--- config.mk ---
export PLATFORM = sky130hd
export DESIGN_NAME = rsgd_ctrl
export DESIGN_NICKNAME = d
export VERILOG_FILES = /design/src/design/rsgd_pkg.sv /design/src/design/rsgd_ctrl.sv
export SDC_FILE = /design/constraint.sdc
export NUM_CORES = 1
export LEC_CHECK = 0
export BUFFER_PORTS_ARGS = -buffer_cell sky130_fd_sc_hd__buf_2
export CORE_MARGIN = 2
export CORE_UTILIZATION = 30
export DETAILED_ROUTE_END_ITERATION = 10
export PLACE_DENSITY = 0.55
export SLEW_MARGIN = 40
export SYNTH_ARGS = -nofsm -noshare
export SYNTH_HDL_FRONTEND = slang
export SYNTH_SLANG_ARGS = --single-unit
--- constraint.sdc ---
create_clock -name clk -period 1.9 [get_ports clk]
set_input_delay 0.38 -clock clk [delete_from_list [all_inputs] [get_ports clk]]
set_output_delay 0.38 -clock clk [all_outputs]
set_load 0.005 [all_outputs]
--- src/design/rsgd_pkg.sv ---
package rsgd_pkg;

  // vector geometry
  localparam int DIM    = 16;
  localparam int IDX_W  = (DIM > 1) ? $clog2(DIM) : 1;

  // field widths
  localparam int DATA_W    = 32;
  localparam int CFG_W     = 31;
  localparam int CFG_IDX_W = 3;
  localparam int ITER_W    = 16;
  localparam int EIDX_W    = 6;
  localparam int ST_W      = 2;

  // arithmetic widths
  localparam int NUM_W  = 64;
  localparam int DEN_W  = 34;
  localparam int QUO_W  = 32;
  localparam int RAD_W  = 68;
  localparam int ROOT_W = 34;
  localparam int DOT_W  = 69;

  // opcodes
  localparam logic OP_START = 1'b0;
  localparam logic OP_GRAD  = 1'b1;

  // result status codes
  localparam logic [ST_W-1:0] ST_STEP  = 2'd0;
  localparam logic [ST_W-1:0] ST_MAXIT = 2'd1;
  localparam logic [ST_W-1:0] ST_TOL   = 2'd2;
  localparam logic [ST_W-1:0] ST_SMALL = 2'd3;

  // register indexes
  localparam logic [CFG_IDX_W-1:0] CFG_MAX_STEP = 3'd0;
  localparam logic [CFG_IDX_W-1:0] CFG_MIN_STEP = 3'd1;
  localparam logic [CFG_IDX_W-1:0] CFG_TOL      = 3'd2;
  localparam logic [CFG_IDX_W-1:0] CFG_LIMIT    = 3'd3;
  localparam logic [CFG_IDX_W-1:0] CFG_MAXIMIZE = 3'd4;
  localparam logic [CFG_IDX_W-1:0] CFG_RELAX    = 3'd5;

  // multiplier operand selects
  localparam logic [1:0] MUL_SQ  = 2'd0;
  localparam logic [1:0] MUL_DOT = 2'd1;
  localparam logic [1:0] MUL_RLX = 2'd2;
  localparam logic [1:0] MUL_DLT = 2'd3;

  typedef struct packed {
    logic             start_opt;
    logic             take_in;
    logic             div_start;
    logic             div_dlt;
    logic             store_inc;
    logic             clear_inc;
    logic             rotate;
    logic [1:0]       mul_sel;
    logic             acc_sq;
    logic             acc_dot;
    logic             sqrt_start;
    logic             step_relax;
    logic             iter_inc;
    logic             out_load;
    logic [ST_W-1:0]  out_status;
    logic             out_last;
    logic [IDX_W-1:0] idx;
  } cmd_t;

  typedef struct packed {
    logic             div_done;
    logic             sqrt_done;
    logic             last_elem;
    logic             iter_ge;
    logic             mag_lt_tol;
    logic             dot_neg;
    logic             step_lt_min;
    logic             out_free;
    logic [IDX_W-1:0] nlast;
  } sts_t;

endpackage

--- src/design/rsgd_ctrl.sv ---
module rsgd_ctrl (
  input  logic            clk,
  input  logic            rst_n,
  input  logic            in_valid,
  input  logic            in_opcode,
  output logic            in_ready,
  input  rsgd_pkg::sts_t  sts,
  output rsgd_pkg::cmd_t  cmd
);
  import rsgd_pkg::*;

  localparam logic [3:0] S_IDLE  = 4'd0;
  localparam logic [3:0] S_DIVE  = 4'd1;
  localparam logic [3:0] S_CHK   = 4'd2;
  localparam logic [3:0] S_MSQ   = 4'd3;
  localparam logic [3:0] S_MDOT  = 4'd4;
  localparam logic [3:0] S_MACC  = 4'd5;
  localparam logic [3:0] S_SQW   = 4'd6;
  localparam logic [3:0] S_TOL   = 4'd7;
  localparam logic [3:0] S_RLX   = 4'd8;
  localparam logic [3:0] S_MINC  = 4'd9;
  localparam logic [3:0] S_DMUL  = 4'd10;
  localparam logic [3:0] S_DDIV  = 4'd11;
  localparam logic [3:0] S_DWAIT = 4'd12;
  localparam logic [3:0] S_DOUT  = 4'd13;
  localparam logic [3:0] S_ESTAT = 4'd14;

  logic [3:0]       state_r, state_nxt;
  logic [IDX_W-1:0] idx_r, idx_nxt;
  logic [ST_W-1:0]  st_r, st_nxt;
  logic             at_last;

  assign at_last = (idx_r == sts.nlast);

  always_ff @(posedge clk) begin
    if (!rst_n) begin
      state_r <= S_IDLE;
      idx_r   <= '0;
      st_r    <= ST_STEP;
    end else begin
      state_r <= state_nxt;
      idx_r   <= idx_nxt;
      st_r    <= st_nxt;
    end
  end

  // sequencing
  always_comb begin
    cmd       = '0;
    cmd.idx   = idx_r;
    state_nxt = state_r;
    idx_nxt   = idx_r;
    st_nxt    = st_r;
    in_ready  = 1'b0;
    case (state_r)
      S_IDLE: begin
        in_ready = 1'b1;
        if (in_valid) begin
          cmd.take_in = 1'b1;
          if (in_opcode == OP_START) begin
            cmd.start_opt = 1'b1;
          end else begin
            cmd.div_start = 1'b1;
            state_nxt     = S_DIVE;
          end
        end
      end
      S_DIVE: begin
        if (sts.div_done) begin
          cmd.store_inc = 1'b1;
          state_nxt     = sts.last_elem ? S_CHK : S_IDLE;
        end
      end
      S_CHK: begin
        if (sts.iter_ge) begin
          cmd.clear_inc = 1'b1;
          st_nxt        = ST_MAXIT;
          state_nxt     = S_ESTAT;
        end else begin
          cmd.rotate = 1'b1;
          idx_nxt    = '0;
          state_nxt  = S_MSQ;
        end
      end
      S_MSQ: begin
        cmd.mul_sel = MUL_SQ;
        state_nxt   = S_MDOT;
      end
      S_MDOT: begin
        cmd.acc_sq  = 1'b1;
        cmd.mul_sel = MUL_DOT;
        state_nxt   = S_MACC;
      end
      S_MACC: begin
        cmd.acc_dot = 1'b1;
        if (at_last) begin
          cmd.sqrt_start = 1'b1;
          state_nxt      = S_SQW;
        end else begin
          idx_nxt   = idx_r + 1'b1;
          state_nxt = S_MSQ;
        end
      end
      S_SQW: begin
        if (sts.sqrt_done) state_nxt = S_TOL;
      end
      S_TOL: begin
        if (sts.mag_lt_tol) begin
          st_nxt    = ST_TOL;
          state_nxt = S_ESTAT;
        end else if (sts.dot_neg) begin
          cmd.mul_sel = MUL_RLX;
          state_nxt   = S_RLX;
        end else begin
          state_nxt = S_MINC;
        end
      end
      S_RLX: begin
        cmd.step_relax = 1'b1;
        state_nxt      = S_MINC;
      end
      S_MINC: begin
        if (sts.step_lt_min) begin
          st_nxt    = ST_SMALL;
          state_nxt = S_ESTAT;
        end else begin
          idx_nxt   = '0;
          state_nxt = S_DMUL;
        end
      end
      S_DMUL: begin
        cmd.mul_sel = MUL_DLT;
        state_nxt   = S_DDIV;
      end
      S_DDIV: begin
        cmd.div_start = 1'b1;
        cmd.div_dlt   = 1'b1;
        state_nxt     = S_DWAIT;
      end
      S_DWAIT: begin
        cmd.div_dlt = 1'b1;
        if (sts.div_done) state_nxt = S_DOUT;
      end
      S_DOUT: begin
        if (sts.out_free) begin
          cmd.out_load   = 1'b1;
          cmd.out_status = ST_STEP;
          cmd.out_last   = at_last;
          if (at_last) begin
            cmd.iter_inc = 1'b1;
            state_nxt    = S_IDLE;
          end else begin
            idx_nxt   = idx_r + 1'b1;
            state_nxt = S_DMUL;
          end
        end
      end
      S_ESTAT: begin
        if (sts.out_free) begin
          cmd.out_load   = 1'b1;
          cmd.out_status = st_r;
          cmd.out_last   = 1'b1;
          cmd.iter_inc   = (st_r != ST_MAXIT);
          state_nxt      = S_IDLE;
        end
      end
      default: state_nxt = S_IDLE;
    endcase
  end

endmodule

Word-level counts from Yosys, hierarchy flattened
Index checks and enable logic that the tools add are counted.
{ "totals": {"out_inout_bits": 23, "ff_bits": 10, "wordCells": 85} }
{ "op_classes": {"n_addsub": 1, "n_mux": 46, "eq_ne": 28, "reduce_logical": 7} }
{ "op_table": {"columns": ["cell", "n"], "rows": [
  ["$pmux W4 S15", 1],
  ["$mux W4", 14],
  ["$eq A4 B4 Y1 const B", 7],
  ["$ne A2 B2 Y1 const B", 12],
  ["$mux W2", 9],
  ["$eq A4 B3 Y1 const B", 4],
  ["$pmux W4 S4", 1],
  ["$mux W1", 12],
  ["$pmux W2 S3", 2],
  ["$mux W5", 2],
  ["$pmux W5 S2", 1],
  ["$mux W3", 3],
  ["$eq A4 B2 Y1 const B", 2],
  ["$reduce_and A4 Y1", 2],
  ["$reduce_and A7 Y1", 1],
  ["$add A4 B1 Y4 const B", 1],
  ["$eq A4 B1 Y1 const B", 1],
  ["$eq A4 B4 Y1", 1],
  ["$logic_not A4 Y1", 1],
  ["$reduce_bool A4 Y1", 1],
  ["$reduce_bool A3 Y1", 1],
  ["$ne A2 B1 Y1 const B", 1],
  ["$pmux W1 S2", 1],
  ["$reduce_or A2 Y1", 1]
]} }

Depth between registers and ports, before layout
Gate-level depths: netlist of run 1.
{ "depth": {"depth_word": 4, "ltp_mapped": 7, "mapped_depth_nobuf": 5} }

Least setup slack after synthesis of run 1
Ideal clock, no wire load.
{ "synth_path": {"path_type": "register -> output", "start": "register state_r[3]", "end": "output cmd[8] (netlist name)", "path_slack_ns": 0.312, "stages_incl_launch_ff": 5, "path_buffers": 2, "arrival_ns": 1.208, "path_cell_list": "dfxtp_1 buf_6 clkbuf_1 nand4_1 o21ai_0"} }
{ "synth_lines": {"columns": ["item", "line", "text"], "rows": [
  ["start, declared", "rsgd_ctrl.sv:28", "logic [3:0] state_r, state_nxt;"],
  ["start signal, assigned", "rsgd_ctrl.sv:41", "state_r <= state_nxt;"],
  ["end, declared", "rsgd_ctrl.sv:8", "output rsgd_pkg::cmd_t cmd"]
]} }

==> results.md, run 1 <==
- Cell count after synthesis: 142
- CTS tree: done
- Number of buffers and inverters on the critical path: 1
- Worst setup path category: register to output pin
- Share of the synthesized area in the top cell type: approximately a fifth
- Clock root buffer master: sky130_fd_sc_hd__clkbuf_4
- Reg-to-reg slack, setup: roughly 210 ps
- Critical Path End Type: output pin
- Cell with the biggest individual delay on the critical path: sky130_fd_sc_hd__nor4_4
- Ys flop type: sky130_fd_sc_hd__dfxtp_1
- H-tree levels: 1
- CTS Buf Count: 3
- Critical path data arrival time: 1530 ps
- Antenna fix cells: 0
- Global-route wire length before repair: between 4000 and 5000 µm
- Cell Pwr Density: approximately 440 nW/µm²
- Total detailed-routing wirelength: 3000 µm
- Peak per-stage delay on the critical path: 390 ps
- X dimension of the die: around 62 µm
- Most common library cell in the layout ignoring fill and taps: sky130_fd_sc_hd__buf_2
- Combined area of all synthesized cells: about 1000 µm²
- Via-to-Cell Ratio: 5.145
- Clk Latency, worst-skew pair: around 260 ps
- Slew Limit Fails: 0
- Routability congestion estimate: 0.8730
- Worst R2R End: state_r[3]
- Violations in the final reports: setup timing
- Design Power: 619.4 µW
- Layout net count: 208
- Peak clock frequency supported by timing: 0.5224 GHz
- Fraction of layout cells with a size suffix above 1: 39.68%
- Final design instance area without fill: 1395 µm²
- Most used cells in the layout excluding fill and tap cells: sky130_fd_sc_hd__buf_2 (38), sky130_fd_sc_hd__nand2_1 (18), sky130_fd_sc_hd__buf_4 (15)
- Required time of the worst setup path: 1520 ps
- Via count of the routed design: 1209
- Setup violators final: 1
- Number of buffers inserted by hold repair at cts: 0
- DRC: 0
- Setup repair after global routing missed its margin: yes
- Post-Synthesis Mean Instance Area: between 7 and 8 µm²
- Count of warnings emitted by yosys: 0
- Stages on worst setup path: 5
- Area after DPL: 1310 µm²
- Total of buffers placed on input and output ports: 38
- Nets in the synthesized netlist: 159
- Sequential fraction of the synthesis area: approximately 20%
- Slew of the pin with the lowest slew margin: 381.0 ps
- Antenna viol nets, final: 0
- Maximum number of pins on one net before global-route repair: 23
- Relative area change from synthesis to final layout: 38.85%
- Clock Tree Buf Depth: 2
- Flops & latches, synth: 10
- Sink of the worst hold path: idx_r[2]
- Ordered cell list for the critical path: xor2_2, nor4_4, nand4_1, o21ai_1, buf_2
- Setup slack of the critical path after layout: -14.38 ps
- Worst-case clock skew: 0.2363 ps
- Clk slew on worst S/H paths: 60 ps
- Estimated wirelength of the detail-placed design: 2375 µm
- Length in cells of the worst reg-to-reg path: 6
- Final core utilization: 42.48%
- Final Hold Viols: 0
- Launching point of the worst reg2reg path: state_r[3]
- Final Cycle Share: 100.8%
- Average routed wire per standard cell: 12.77 µm
- Max rail drop VDD: 228.8 µV
- Number of sinks on the clock net: 10
- Cell types with the largest area share after synthesis: sky130_fd_sc_hd__dfxtp_1 (20%), sky130_fd_sc_hd__nand2_1 (6.7%), sky130_fd_sc_hd__nor2_1 (5.6%), sky130_fd_sc_hd__nor2b_1 (4.4%), sky130_fd_sc_hd__a21oi_1 (4.0%)
- Worst slack after detailed placement: between 15 and 20 ps
- Critical Path Fanout Max: 4
- Top cell type by total area after synthesis: sky130_fd_sc_hd__dfxtp_1
- Number of top-level design ports: 39
- Number of filler instances in the final layout: 357
- First drt pass iteration count: 4
- Starting utilization of the core area: between 30% and 40%
- Overall fraction of global-route tracks in use: 16.40%
- Y dimension of the die: 61.87 µm
- Hold path startpoint: rst_n
- Number of maximum-capacitance constraint violations: 0
- Antenna violations before repair: 0
- Leakage power of the design: 0.0006529 µW
- Vias in the first global route: 1118
- Count of distinct cell types in the synthesized netlist: 47
- GR Overflow Total: 0
- Class of the most critical hold timing path: primary input to register
- Cells on Worst Hold Path: 3
- Number of enable-type register cells in the synthesized netlist: 0
- Final critical-path required period: 1914 ps
- Headroom to the max-slew limit: ~75%
- Kind of cell adding the most delay to the critical path: simple AND/OR/NAND/NOR gates
- Result of the run: finished, violations left
- Nature of the critical path startpoint: register
- Die outline area: 3828 µm²
- Number of DRC markers after the initial detailed-route iteration: 63
- Core Rows: 21
- Area of the core: roughly 3300 µm²
- Proportion of synthesized flip-flops having asynchronous set or reset: 0%
-- synth_stat cells (all sizes together) (4+ instances only) --
master	number
o21ai	5
buf	8
nand2b	4
dfxtp	10
nor2	16
nand2	18
nor3	5
xor2	4
a21oi	8
inv	6
nor2b	7
-- kinds of logic after synthesis --
family | synth area share [%]
DFF | 19.93
and+or+nand+nor | 41.84
muxes | 1.993
xor gates and xnor gates | 3.487
buffers and inverters | 8.218
adders and majority gates | 1.245
AOI/OAI and AO/OA | 23.29
-- how the worst max path moves through the flow --
stage,from,to,slack [ps]
finish,idx_r[1],cmd[8],-10
global route,idx_r[1],cmd[8],-100
CTS,idx_r[2],cmd[8],-50
detailed placement,sts[1],cmd[8],20
global placement,sts[1],cmd[8],60
floorplan,state_r[3],cmd[8],310
-- worst register-to-register path, stage by stage (launching register included) --
cell and delay [ps]:
sky130_fd_sc_hd__dfxtp_1 390, sky130_fd_sc_hd__buf_12 180, sky130_fd_sc_hd__nor4bb_1 350, sky130_fd_sc_hd__a31oi_2 90, sky130_fd_sc_hd__o32ai_1 220, sky130_fd_sc_hd__a211oi_2 130
sky130_fd_sc_hd__a22o_1 230
-- timing repair --
action / in CTS / in global routing
setup buffers: 2 / 0
pin swaps: 3 / 5
endpoints found under the setup margin: 9 / 12
resized for setup: 6 / 10
-- area by class of cell --
| cell class | count | area [µm²] | area share [%] |
|---|---|---|---|
| Multi-Input combinational cell | 116 | 757.0 | 54.26 |
| Timing Repair Buffer | 54 | 322.8 | 23.14 |
| Sequential cell | 10 | 212.7 | 15.25 |
| Tap cell | 46 | 57.56 | 4.126 |
| Clock buffer | 3 | 22.52 | 1.614 |
| Inverter | 6 | 22.52 | 1.614 |
-- layer usage --
metal  routed length (µm)  up-vias  global-route usage (%)
met5                    0        -                       0
met2                 1420       51                   29.17
li1                     -      603                       -
met3                  210        4                   2.899
met4                   43        0                   5.775
met1                 1325      551                   19.75
-- per-stage QoR --
step	hold WS (ps)	cells	TNS, ps
3_3_place_gp	496.5	230	0
2_1_floorplan	478.7	142	0
5_1_grt	491.2	235	-216.1
3_5_place_dp	497.3	230	0
4_1_cts	465.1	235	-77.13
6_report	471.9	235	-14.38
-- where the power goes --
group	internal, µW	switching (µW)
clock	73.1	70.1
combinational	110	124
sequential	219	23.2
-- state kept, by name, indices dropped and copies added (netlist names) --
signal,flops
idx_r,4
st_r,2
state_r,4
Note: power is estimated with default switching activity, not from simulation.
==> run 2: changes to the inputs <==
- ABC_AREA: not set -> 1
- PLACE_DENSITY: 0.55 -> 0.54
==> results.md, run 2 <==
- DRC: 0 (unchanged)
- Met2 Usage GRT: 24.73% (was 29.17%)
- Post-Synthesis Mean Instance Area: 5.613 µm² (was 7.075 µm²)
- Critical Path Fanout Max: 8 (was 4)
- Result of the run: finished, final reports clean (was finished, violations left)
- Class of the most critical hold timing path: primary input to register (unchanged)
- Max rail drop VDD: 516.3 µV (was 228.8 µV)
- Clk Latency, worst-skew pair: 260 ps (about the same)
- Most common library cell in the layout ignoring fill and taps: sky130_fd_sc_hd__nand2_1 (was sky130_fd_sc_hd__buf_2)
- Relative area change from synthesis to final layout: 28.19% (was 38.85%)
- Slew of the pin with the lowest slew margin: 307.7 ps (was 381.0 ps)
- Slew Limit Fails: 0 (unchanged)
- Routability congestion estimate: 0.8141 (was 0.8730)
- Worst hold slack: 436.2 ps (was 471.9 ps)
- Top cell type by total area after synthesis: sky130_fd_sc_hd__nand2_1 (was sky130_fd_sc_hd__dfxtp_1)
- Share of the synthesized area in the top cell type: 20.24% (was 19.93%)
- Number of sinks on the clock net: 10 (unchanged)
- Setup violators final: 0 (was 1)
- Worst slack after detailed placement: 294.6 ps (was 16.77 ps)
- Antenna violations before repair: 0 (unchanged)
- Worst-case clock skew: 2.302 ps (was 0.2363 ps)
- Setup repair after global routing missed its margin: yes (unchanged)
- Final critical-path required period: 1801 ps (was 1914 ps)
- Via-to-Cell Ratio: 4.526 (was 5.145)
- Area of the core: 3337 µm² (was 3284 µm²)
- Global-route wire length before repair: 4740 µm (was 4747 µm)
- Total detailed-routing wirelength: 2789 µm (was 3000 µm)
- H-tree levels: 1 (unchanged)
- Sequential fraction of the synthesis area: 19.28% (was 19.93%)
- Number of DRC markers after the initial detailed-route iteration: 39 (was 63)
- Worst setup path category: register to output pin (unchanged)
- Headroom to the max-slew limit: 79.47% (was 74.52%)
- Number of top-level design ports: 39 (unchanged)
- CTS Buf Count: 3 (unchanged)
- Proportion of synthesized flip-flops having asynchronous set or reset: 0% (unchanged)
- Count of warnings emitted by yosys: 0 (unchanged)
- Antenna viol nets, final: 0 (unchanged)
- Vias in the first global route: 1100 (was 1118)
- Flops & latches, synth: 10 (unchanged)
- Leakage power of the design: 0.0006921 µW (was 0.0006529 µW)
- First drt pass iteration count: 4 (unchanged)
- Combined area of all synthesized cells: 1038 µm² (was 1005 µm²)
- Total of buffers placed on input and output ports: 38 (unchanged)
- Regs by FF count: idx_r (4), state_r (4), st_r (2) (unchanged)
- Clk slew on worst S/H paths: 60 ps (about the same)
- Maximum number of pins on one net before global-route repair: 9 (was 23)
- Final Hold Viols: 0 (unchanged)
- Average routed wire per standard cell: 10.25 µm (was 12.77 µm)
- Combined area of the multi-input logic cells: 733.2 µm² (was 757.0 µm²)
- Starting utilization of the core area: 31.12% (was 30.59%)
- Core Rows: 21 (unchanged)
- Ys flop type: sky130_fd_sc_hd__dfxtp_1 (unchanged)
- Final Cycle Share: 94.78% (was 100.8%)
- Post-CTS repair timing setup buffer count: 0 (was 2)
- X dimension of the die: 62.84 µm (was 61.87 µm)
- Overall fraction of global-route tracks in use: 14.77% (was 16.40%)
- GR Overflow Total: 0 (unchanged)
- Leading post-synthesis cells by instance count: sky130_fd_sc_hd__nand2_1 (56), sky130_fd_sc_hd__inv_1 (28), sky130_fd_sc_hd__nor2_1 (25) (was sky130_fd_sc_hd__nand2_1 (18), sky130_fd_sc_hd__nor2_1 (15), sky130_fd_sc_hd__dfxtp_1 (10))
- Most used cells in the layout excluding fill and tap cells: sky130_fd_sc_hd__nand2_1 (56), sky130_fd_sc_hd__buf_2 (38), sky130_fd_sc_hd__inv_1 (28) (was sky130_fd_sc_hd__buf_2 (38), sky130_fd_sc_hd__nand2_1 (18), sky130_fd_sc_hd__buf_4 (15))
- Layout net count: 245 (was 208)
- Setup slack of the critical path after layout: 99.24 ps (was -14.38 ps)
- Fraction of layout cells with a size suffix above 1: 32.74% (was 39.68%)
- Nature of the critical path startpoint: register (unchanged)
- Die outline area: 3948 µm² (was 3828 µm²)
- Library cell with the highest instance count after synthesis: sky130_fd_sc_hd__nand2_1 (unchanged)
- Nets in the synthesized netlist: 202 (was 159)
- Cell Pwr Density: 719.6 nW/µm² (was 444.0 nW/µm²)
- Y dimension of the die: 62.84 µm (was 61.87 µm)
- CTS tree: done (unchanged)
- Required time of the worst setup path: 1520 ps (about the same)
- Peak clock frequency supported by timing: 0.5553 GHz (was 0.5224 GHz)
- Antenna fix cells: 0 (unchanged)
- Critical path data arrival time: 1420 ps (was 1530 ps)
- Met1 demand-to-capacity share in global routing: 18.56% (was 19.75%)
- Via count of the routed design: 1231 (was 1209)
- Count of distinct cell types in the synthesized netlist: 22 (was 47)
- Most Crowded Layer GR: met2 (unchanged)
- Clock root buffer master: sky130_fd_sc_hd__clkbuf_4 (unchanged)
- Met3 usage in global routing: 3.964% (was 2.899%)
- Critical Path End Type: output pin (unchanged)
- Number of enable-type register cells in the synthesized netlist: 0 (unchanged)
- Number of filler instances in the final layout: 411 (was 357)
- Number of buffers inserted by hold repair at cts: 0 (unchanged)
- Cell types with the largest area share after synthesis: sky130_fd_sc_hd__nand2_1 (20%), sky130_fd_sc_hd__dfxtp_1 (19%), sky130_fd_sc_hd__inv_1 (10%), sky130_fd_sc_hd__nor2_1 (9.0%), sky130_fd_sc_hd__nor2_2 (6.0%) (was sky130_fd_sc_hd__dfxtp_1 (20%), sky130_fd_sc_hd__nand2_1 (6.7%), sky130_fd_sc_hd__nor2_1 (5.6%), sky130_fd_sc_hd__nor2b_1 (4.4%), sky130_fd_sc_hd__a21oi_1 (4.0%))
- Estimated wirelength of the detail-placed design: 2348 µm (was 2375 µm)
- Cell count after synthesis: 185 (was 142)
- Register area: 207.7 µm² (was 212.7 µm²)
- Clock Tree Buf Depth: 2 (unchanged)
- Number of maximum-capacitance constraint violations: 0 (unchanged)
-- run 2: cell count changes after synthesis, moves of 4 or more --
cell and change:
sky130_fd_sc_hd__inv_1 +22, sky130_fd_sc_hd__nand2_1 +38, sky130_fd_sc_hd__nand2b_1 -4, sky130_fd_sc_hd__nand3_1 +9
sky130_fd_sc_hd__nand4_1 +6, sky130_fd_sc_hd__nor2_1 +10, sky130_fd_sc_hd__nor2_2 +9, sky130_fd_sc_hd__nor2b_1 -7
sky130_fd_sc_hd__xor2_1 -4
-- run 2: power by group --
group          switching [µW]  leakage [µW]  internal [µW]
sequential               54.7     0.0000838            245
combinational             326      0.000595            189
clock                    69.5     0.0000138           73.1
total                     451      0.000692            507
-- run 2: final cells by class --
| class | instances | area share [%] |
|---|---|---|
| timing repair buffer | 39 | 14.85 |
| tap | 46 | 4.323 |
| inverter | 30 | 8.459 |
| multi-input combinational | 144 | 55.08 |
| sequential | 10 | 15.60 |
| clock buffer | 3 | 1.692 |
-- run 2: metal layers --
| layer | share of wire, % | routed length (µm) |
|---|---|---|
| met1 | 47 | 1298 |
| met2 | 48 | 1330 |
| met3 | 4.3 | 121 |
| met4 | 1.4 | 38 |
| met5 | 0 | 0 |
-- run 2: worst max-delay path: stages (launching register included) --
cell and delay [ps]:
sky130_fd_sc_hd__dfxtp_2 360, sky130_fd_sc_hd__inv_1 160, sky130_fd_sc_hd__nand2_2 130, sky130_fd_sc_hd__nor2_1 170
sky130_fd_sc_hd__inv_1 90, sky130_fd_sc_hd__nor3_1 120, sky130_fd_sc_hd__buf_2 130
-- run 2: kinds of logic (layout without fill, tap and decap cells) --
kind of cell	after synthesis	after routing	synth area share (%)
buffers and inverters	31	72	11.57
and+or+nand+nor	122	122	56.15
DFF	10	10	19.28
adders and majority gates	1	1	1.205
AOI/OAI and AO/OA	21	21	11.81
-- run 2: worst paths after layout --
check             slack [ps]  depth (start not counted)  startpoint       end
setup / recovery         100                          6  state_r[2]   cmd[21]
hold / removal           440                          3       rst_n  idx_r[1]
setup reg to reg         440                          8  state_r[1]  idx_r[1]
hold reg to reg          470                          2     st_r[0]   st_r[0]
-- run 2: timing repair --
item,in CTS,in global routing
endpoints found under the setup margin,1,13
pin swaps,0,0
resized for setup,1,10
-- run 2: metrics by stage --
stage	instances	setup TNS (ps)	power (µW)	area (µm²)	utilization [%]
after floorplan	185	0	654.7	1039	-
after global placement	269	0	816.2	1286	38.55
after detailed placement	269	0	807.5	1286	38.55
after CTS	272	0	959.0	1310	39.26
after global routing	272	-96.56	1055	1331	39.90
final	272	0	958.0	1331	39.90
